`config.mk`:
```
export PLATFORM = sky130hd
export DESIGN_NAME = deadline_priority_queue
export DESIGN_NICKNAME = d
export VERILOG_FILES = /design/src/rtl/dpq_pkg.sv /design/src/rtl/dpq_cell.sv /design/src/rtl/deadline_priority_queue.sv
export SDC_FILE = /design/constraint.sdc
export NUM_CORES = 2
export LEC_CHECK = 0
export BUFFER_PORTS_ARGS = -buffer_cell sky130_fd_sc_hd__buf_2
export CELL_PAD_IN_SITES_DETAIL_PLACEMENT = 2
export CELL_PAD_IN_SITES_GLOBAL_PLACEMENT = 2
export CORE_MARGIN = 2
export CORE_UTILIZATION = 47
export DETAILED_ROUTE_END_ITERATION = 12
export HOLD_SLACK_MARGIN = 0.1
export PLACE_DENSITY_LB_ADDON = 0.1
export SLEW_MARGIN = 25
export SYNTH_ARGS = -nofsm -noshare
export SYNTH_HDL_FRONTEND = slang
export SYNTH_SLANG_ARGS = --single-unit
```
`constraint.sdc`:
```
create_clock -name clk -period 11.75 [get_ports clk]
set_input_delay 2.35 -clock clk [delete_from_list [all_inputs] [get_ports clk]]
set_output_delay 2.35 -clock clk [all_outputs]
set_load 0.01 [all_outputs]
```
`src/rtl/dpq_pkg.sv`:
```
// dpq_pkg: shared types and constants for the deadline priority queue
// no dependencies; imported by dpq_cell and deadline_priority_queue
package dpq_pkg;

	localparam int DEPTH_DEF       = 16;
	localparam int TIME_BITS_DEF   = 48;
	localparam int HANDLE_BITS_DEF = 16;

	// operation codes carried on mode
	typedef enum logic [1:0] {
		MODE_PUSH  = 2'd0,
		MODE_POP   = 2'd1,
		MODE_CLEAR = 2'd2,
		MODE_NOP   = 2'd3
	} mode_t;

	// result status codes
	typedef enum logic [1:0] {
		ST_DONE = 2'd0,
		ST_NONE = 2'd1,
		ST_FULL = 2'd2
	} status_t;

	// per-cycle shift control broadcast to every cell
	typedef struct packed {
		logic push;
		logic pop;
	} cell_ctl_t;

endpackage

```
`src/rtl/dpq_cell.sv`:
```
// dpq_cell: one slot of the sorted queue, a deadline and a handle
// depends on dpq_pkg (cell_ctl_t)
module dpq_cell import dpq_pkg::*; #(
	parameter int TIME_BITS   = TIME_BITS_DEF,
	parameter int HANDLE_BITS = HANDLE_BITS_DEF
) (
	input  logic                   clk,
	input  cell_ctl_t              ctl,
	input  logic                   occupied,
	input  logic [TIME_BITS-1:0]   new_deadline,
	input  logic [HANDLE_BITS-1:0] new_handle,
	input  logic                   left_after,
	input  logic [TIME_BITS-1:0]   left_deadline,
	input  logic [HANDLE_BITS-1:0] left_handle,
	input  logic [TIME_BITS-1:0]   right_deadline,
	input  logic [HANDLE_BITS-1:0] right_handle,
	output logic                   after,
	output logic [TIME_BITS-1:0]   deadline_q,
	output logic [HANDLE_BITS-1:0] handle_q
);

	// new entry lands at or before this slot
	assign after = !occupied || (deadline_q > new_deadline);

	always_ff @(posedge clk) begin
		if (ctl.push && after) begin
			if (left_after) begin
				deadline_q <= left_deadline;
				handle_q   <= left_handle;
			end else begin
				deadline_q <= new_deadline;
				handle_q   <= new_handle;
			end
		end else if (ctl.pop) begin
			deadline_q <= right_deadline;
			handle_q   <= right_handle;
		end
	end

endmodule

```
`src/rtl/deadline_priority_queue.sv`:
```
// deadline_priority_queue: top level, a row of dpq_cell slots kept sorted by deadline
// depends on dpq_pkg and dpq_cell
//
// the queue holds up to DEPTH pending sends, each a deadline and a handle, in a
// row of cells sorted by deadline, earliest in cell 0; equal deadlines keep push
// order. one word is taken per cycle (busy stays low) and its result appears on
// the result ports in the following cycle, marked by done for one cycle; the
// receiver cannot stall, so every result must be taken as it appears. all cells
// compare the pushed deadline in parallel and shift by one place together. a pop
// only removes the head cell when its deadline is not later than current_time.
// earliest_deadline and occupancy are read straight from the cell row and counter
// during the done cycle.
module deadline_priority_queue import dpq_pkg::*; #(
	parameter int DEPTH       = DEPTH_DEF,
	parameter int TIME_BITS   = TIME_BITS_DEF,
	parameter int HANDLE_BITS = HANDLE_BITS_DEF,
	localparam int CNT_BITS   = $clog2(DEPTH + 1)
) (
	input  logic                   clk,
	input  logic                   arst_n,
	input  logic                   start,
	output logic                   busy,
	input  logic [1:0]             mode,
	input  logic [TIME_BITS-1:0]   deadline,
	input  logic [HANDLE_BITS-1:0] handle,
	input  logic [TIME_BITS-1:0]   current_time,
	output logic                   done,
	output logic [1:0]             status,
	output logic [HANDLE_BITS-1:0] popped_handle,
	output logic [TIME_BITS-1:0]   earliest_deadline,
	output logic [CNT_BITS-1:0]    occupancy
);

	localparam logic [CNT_BITS-1:0] FULL_CNT = CNT_BITS'(DEPTH);

	mode_t                  mode_c;
	logic                   accept;
	logic                   is_full;
	logic                   is_empty;
	logic                   pop_ok;
	cell_ctl_t              ctl;
	logic [CNT_BITS-1:0]    count_q;
	logic                   done_q;
	status_t                status_q;
	status_t                status_d;
	logic [HANDLE_BITS-1:0] popped_q;
	logic [HANDLE_BITS-1:0] popped_d;

	logic [TIME_BITS-1:0]   cell_d [DEPTH];
	logic [HANDLE_BITS-1:0] cell_h [DEPTH];
	logic                   cell_after [DEPTH];

	// never busy, so a new word is taken while the last one completes
	assign busy   = 1'b0;
	assign accept = start && !busy;
	assign mode_c = mode_t'(mode);

	assign is_full  = (count_q == FULL_CNT);
	assign is_empty = (count_q == '0);
	// head is due when its deadline has been reached
	assign pop_ok   = !is_empty && (cell_d[0] <= current_time);

	always_comb begin
		ctl      = '0;
		status_d = ST_NONE;
		popped_d = '0;
		case (mode_c)
			MODE_PUSH: begin
				if (is_full) begin
					status_d = ST_FULL;
				end else begin
					ctl.push = accept;
					status_d = ST_DONE;
				end
			end
			MODE_POP: begin
				if (pop_ok) begin
					ctl.pop  = accept;
					status_d = ST_DONE;
					popped_d = cell_h[0];
				end
			end
			MODE_CLEAR: begin
				status_d = ST_DONE;
			end
			default: begin
				status_d = ST_NONE;
			end
		endcase
	end

	// the cell row: each cell looks at its left and right neighbour
	for (genvar i = 0; i < DEPTH; i++) begin : g_cell
		logic                   occ;
		logic                   l_after;
		logic [TIME_BITS-1:0]   l_d;
		logic [HANDLE_BITS-1:0] l_h;
		logic [TIME_BITS-1:0]   r_d;
		logic [HANDLE_BITS-1:0] r_h;

		assign occ = (count_q > CNT_BITS'(i));

		if (i == 0) begin : g_head
			assign l_after = 1'b0;
			assign l_d     = deadline;
			assign l_h     = handle;
		end else begin : g_body
			assign l_after = cell_after[i-1];
			assign l_d     = cell_d[i-1];
			assign l_h     = cell_h[i-1];
		end

		if (i == DEPTH - 1) begin : g_tail
			assign r_d = cell_d[i];
			assign r_h = cell_h[i];
		end else begin : g_inner
			assign r_d = cell_d[i+1];
			assign r_h = cell_h[i+1];
		end

		dpq_cell #(
			.TIME_BITS   (TIME_BITS),
			.HANDLE_BITS (HANDLE_BITS)
		) u_cell (
			.clk            (clk),
			.ctl            (ctl),
			.occupied       (occ),
			.new_deadline   (deadline),
			.new_handle     (handle),
			.left_after     (l_after),
			.left_deadline  (l_d),
			.left_handle    (l_h),
			.right_deadline (r_d),
			.right_handle   (r_h),
			.after          (cell_after[i]),
			.deadline_q     (cell_d[i]),
			.handle_q       (cell_h[i])
		);
	end

	// entry counter
	always_ff @(posedge clk or negedge arst_n) begin
		if (!arst_n) begin
			count_q <= '0;
		end else if (accept && (mode_c == MODE_CLEAR)) begin
			count_q <= '0;
		end else if (ctl.push) begin
			count_q <= count_q + 1'b1;
		end else if (ctl.pop) begin
			count_q <= count_q - 1'b1;
		end
	end

	// result strobe
	always_ff @(posedge clk or negedge arst_n) begin
		if (!arst_n) begin
			done_q <= 1'b0;
		end else begin
			done_q <= accept;
		end
	end

	// result payload
	always_ff @(posedge clk) begin
		if (accept) begin
			status_q <= status_d;
			popped_q <= popped_d;
		end
	end

	assign done              = done_q;
	assign status            = status_q;
	assign popped_handle     = popped_q;
	assign occupancy         = count_q;
	// head cell, or all ones when nothing is held
	assign earliest_deadline = is_empty ? {TIME_BITS{1'b1}} : cell_d[0];

`ifndef ASSERT_OFF
	a_count_bound: assert property (@(posedge clk) disable iff (!arst_n)
		count_q <= FULL_CNT)
		else $error("occupancy beyond depth");

	a_clear_empties: assert property (@(posedge clk) disable iff (!arst_n)
		accept && (mode_c == MODE_CLEAR) |=> is_empty && (earliest_deadline == {TIME_BITS{1'b1}}))
		else $error("clear left entries");

	a_pop_count: assert property (@(posedge clk) disable iff (!arst_n)
		accept && (mode_c == MODE_POP) && pop_ok |=> count_q == $past(count_q) - 1'b1)
		else $error("pop did not remove one entry");

	a_full_drop: assert property (@(posedge clk) disable iff (!arst_n)
		accept && (mode_c == MODE_PUSH) && is_full |=> (status == ST_FULL) && (count_q == FULL_CNT))
		else $error("push into full queue not dropped");

	a_push_no_shift_pop: assert property (@(posedge clk) disable iff (!arst_n)
		!(ctl.push && ctl.pop))
		else $error("push and pop shift together");
`endif

endmodule
```
==> results.toml <==
[detailed_routing]
met2WireLength_mm = 150
drt_pass1_iterations = 7
antenna_left = 0
first_iter_violations = 6584
dr_wl_met3_mm = 31.9
viasPerCell = 7.08
routedWlPerCell_um = 39.1
wl_met1_mm = 134
drt-total-wl_mm = 338
route.detailed.drc = 0
vias = 61300
top_layer = "met5"

[pwr]
power.total_mw = 14.7
power_density_mw_per_mm2 = 185
p_leak_nw = 32.8
ir_worst_vdd_mv = 0.244

[timing]
tns_ns = 0
skew_ns = 0.0372
setup_viol = 0
relSlewSlack_pct = 15.6
layout_min_cycle_time_ns = 8.10
slew_viol_final = 0
tightest_slew_ns = 1.25
grt_setup_unrepaired = "no"
period_share_pct = 69.0
final-hold-violation-count = 0
fmax_mhz = 123

[placement]
placed_area_mm2 = 0.0754
place.gp.congestion = 0.971
port-buffer-count = 188
dp_cells = 8404
dp_hpwl_mm = 223

[yosys]
syn-instance-count = 6522
ys_seq_area_share_pct = 43.4
ys.flop_type = "edfxtp_1"
ys_ff_latch = 1048
postSynthAreaPerCell_um2 = 11.1
mappedNetlistArea_mm2 = 0.0725
synth_fp_nets = 7460
async_reset_ff_share_pct = 0.573
synth_cell_types = 90
synth_warnings = 0
synth_top_area_cell = "edfxtp_1"
synth_edf_count = 1042
synth_top_area_share_pct = 43.2
synth_area_leaders = "edfxtp_1, ha_1, mux2i_1, mux2_2, a21oi_1"

[clock_network]
ctsLongestPathBuffers = 3
cts_buffers = 133
cts-root-buf = "clkbuf_16"
cts_setup_buffers = 0
postCtsHoldBufs = 0
htree_levels = 4
cts-resized-gates = 0
clk_pin_slew_ns = 0.06
clock-sinks = 1048
cts_tree = "built"
clock_latency_ns = 0.83

[global_routing]
track_usage_pct = 42.3
grt_max_degree = 129
antenna_found_initial = 32
grt_pass1_wl_mm = 480
gr-total-overflow = 0
grt_pass1_vias = 64400

[die]
ios = 190
dieArea_mm2 = 0.157
start_util_pct = 47.2
die_h_um = 397
die_x_um = 397
placementRows = 144
coreArea_mm2 = 0.154

[job]
cap_violations = 0

[layout]
seqCellArea_mm2 = 0.0314
multiInputGateArea_mm2 = 0.0390
final_layout_size_suffix_gt1_share_pct = 17.1
n_fill_cell = 15100
nets = 7435
fin_area_mm2 = 0.0798
fin_cells = 8656
area_growth_pct = 10.0

[critical_path]
required_ns = 12.17
critPathLaunchType = "input port"
crit_arrival_ns = 8.52
worst-setup-path-type = "input port to flip-flop"
critical_path_peak_fanout = 46
worstSetupEndpointType = "flip-flop"

[hold_path]
min_path_type = "flip-flop to flip-flop"

[run_status]
status = "complete, no violations"
## area by class of cell
type | count | area share, %
Sequential cell | 1048 | 39.4
Clock buffer | 153 | 4.29
Tap cell | 2044 | 3.21
Inverter | 135 | 0.635
Clock inverter | 86 | 1.14
Antenna cell | 11 | 0.0345
Timing Repair Buffer | 300 | 2.34
Multi-Input combinational cell | 4879 | 48.9
## Yosys cell counts, drive strengths merged (10+ instances only)
cell / count
a211oi: 32
a21o: 102
nor2: 205
ha: 821
mux2: 633
mux2i: 584
and4: 15
nor3: 41
edfxtp: 1042
and3: 11
inv: 134
nand3: 159
nor4: 29
a21oi: 680
a31oi: 135
and2: 27
nand2b: 16
a221oi: 18
nand2: 425
nand4: 162
o21ai: 554
o21a: 10
o211ai: 25
o31ai: 10
clkbuf: 271
nor2b: 31
buf: 189
or2: 54
a21boi: 10
## cell usage in the layout, fill, tap and decap left out, types with 11 or more instances in the layout
| cell | count |
|---|---|
| edfxtp_1 | 1042 |
| ha_1 | 821 |
| a21oi_1 | 675 |
| mux2i_1 | 584 |
| mux2_2 | 468 |
| o21ai_0 | 440 |
| nand2_1 | 419 |
| nor2_1 | 200 |
| buf_2 | 190 |
| nand4_1 | 162 |
| nand3_1 | 157 |
| inv_1 | 134 |
| a31oi_1 | 134 |
| clkbuf_16 | 134 |
| mux2_1 | 115 |
| o21ai_1 | 107 |
| a21o_1 | 101 |
| buf_4 | 101 |
| mux2_4 | 50 |
| or2_2 | 49 |
| nor3_1 | 37 |
| clkinv_1 | 34 |
| nor2b_1 | 31 |
| a211oi_1 | 29 |
| o211ai_1 | 25 |
| nor4_1 | 23 |
| clkinv_2 | 22 |
| and2_1 | 21 |
| clkbuf_1 | 19 |
| a221oi_1 | 15 |
| and4_1 | 15 |
| diode_2 | 11 |
## kinds of logic (layout without fill, tap and decap cells)
| logic type | count (synthesis) | in the layout | synth area share [%] |
|---|---|---|---|
| adder cells (fa/ha/maj) | 821 | 821 | 14.2 |
| AND/OR/NAND/NOR | 1192 | 1192 | 7.90 |
| XOR/XNOR | 1 | 1 | 0.0121 |
| buffers and inverters | 595 | 674 | 3.56 |
| other | 1 | 12 | 0.00517 |
| AO/OA/AOI/OAI | 1647 | 1647 | 12.8 |
| multiplexers | 1217 | 1217 | 18.2 |
| flip-flops | 1048 | 1048 | 43.4 |
## metal layers
| layer | global-route usage (%) | up-vias |
|---|---|---|
| met5 | 0 | - |
| met2 | 64.8 | 3375 |
| li1 | - | 25000 |
| met1 | 54.7 | 32000 |
| met4 | 24.4 | 18 |
| met3 | 9.86 | 945 |
## final timing paths
check	start	end	slack, ns	cells past startpoint
worst min-delay path	g_cell[15].u_cell.handle_q[7]	g_cell[14].u_cell.handle_q[7]	0.55	1
worst min register to register	g_cell[15].u_cell.handle_q[7]	g_cell[14].u_cell.handle_q[7]	0.55	1
worst max register to register	g_cell[0].u_cell.deadline_q[41]	g_cell[0].u_cell.handle_q[4]	5.40	9
max in group asynchronous	arst_n	occupancy[0]	10.03	1
min in group asynchronous	arst_n	done	1.44	1
worst max-delay path	deadline[47]	g_cell[0].u_cell.handle_q[4]	3.65	11
## report_power, final
group          switching (mW)  internal (mW)  total, mW
registers               0.466           4.76       5.22
logic                    3.44           1.82       5.26
clock network            1.90           2.35       4.25
## metrics by stage
stage	hold WS, ns	worst slack, ns	utilization [%]
3_5_place_dp	0.539	3.11	49.0
3_3_place_gp	0.529	3.20	49.0
4_1_cts	0.554	3.96	51.9
6_report	0.554	3.65	51.9
5_1_grt	0.560	3.73	51.9
2_1_floorplan	0.521	1.76	-
## registers in the layout (all words and copies together), names as in the netlist
register and flops:
status 2, done 1, g_cell.u_cell.handle_q 256, popped_handle 16
occupancy 5, g_cell.u_cell.deadline_q 768
## worst max-delay path, cell delays in order
cell     delay (ns)
buf_2          0.32
inv_1          0.44
ha_1           0.46
nand4_1        0.30
nor4_1         0.81
nand3_1        0.32
nor2_1         0.52
o21ai_0        0.26
a32o_4         0.65
o21ai_4        0.97
buf_4          1.00
Power figures use the tool's default switching activity.
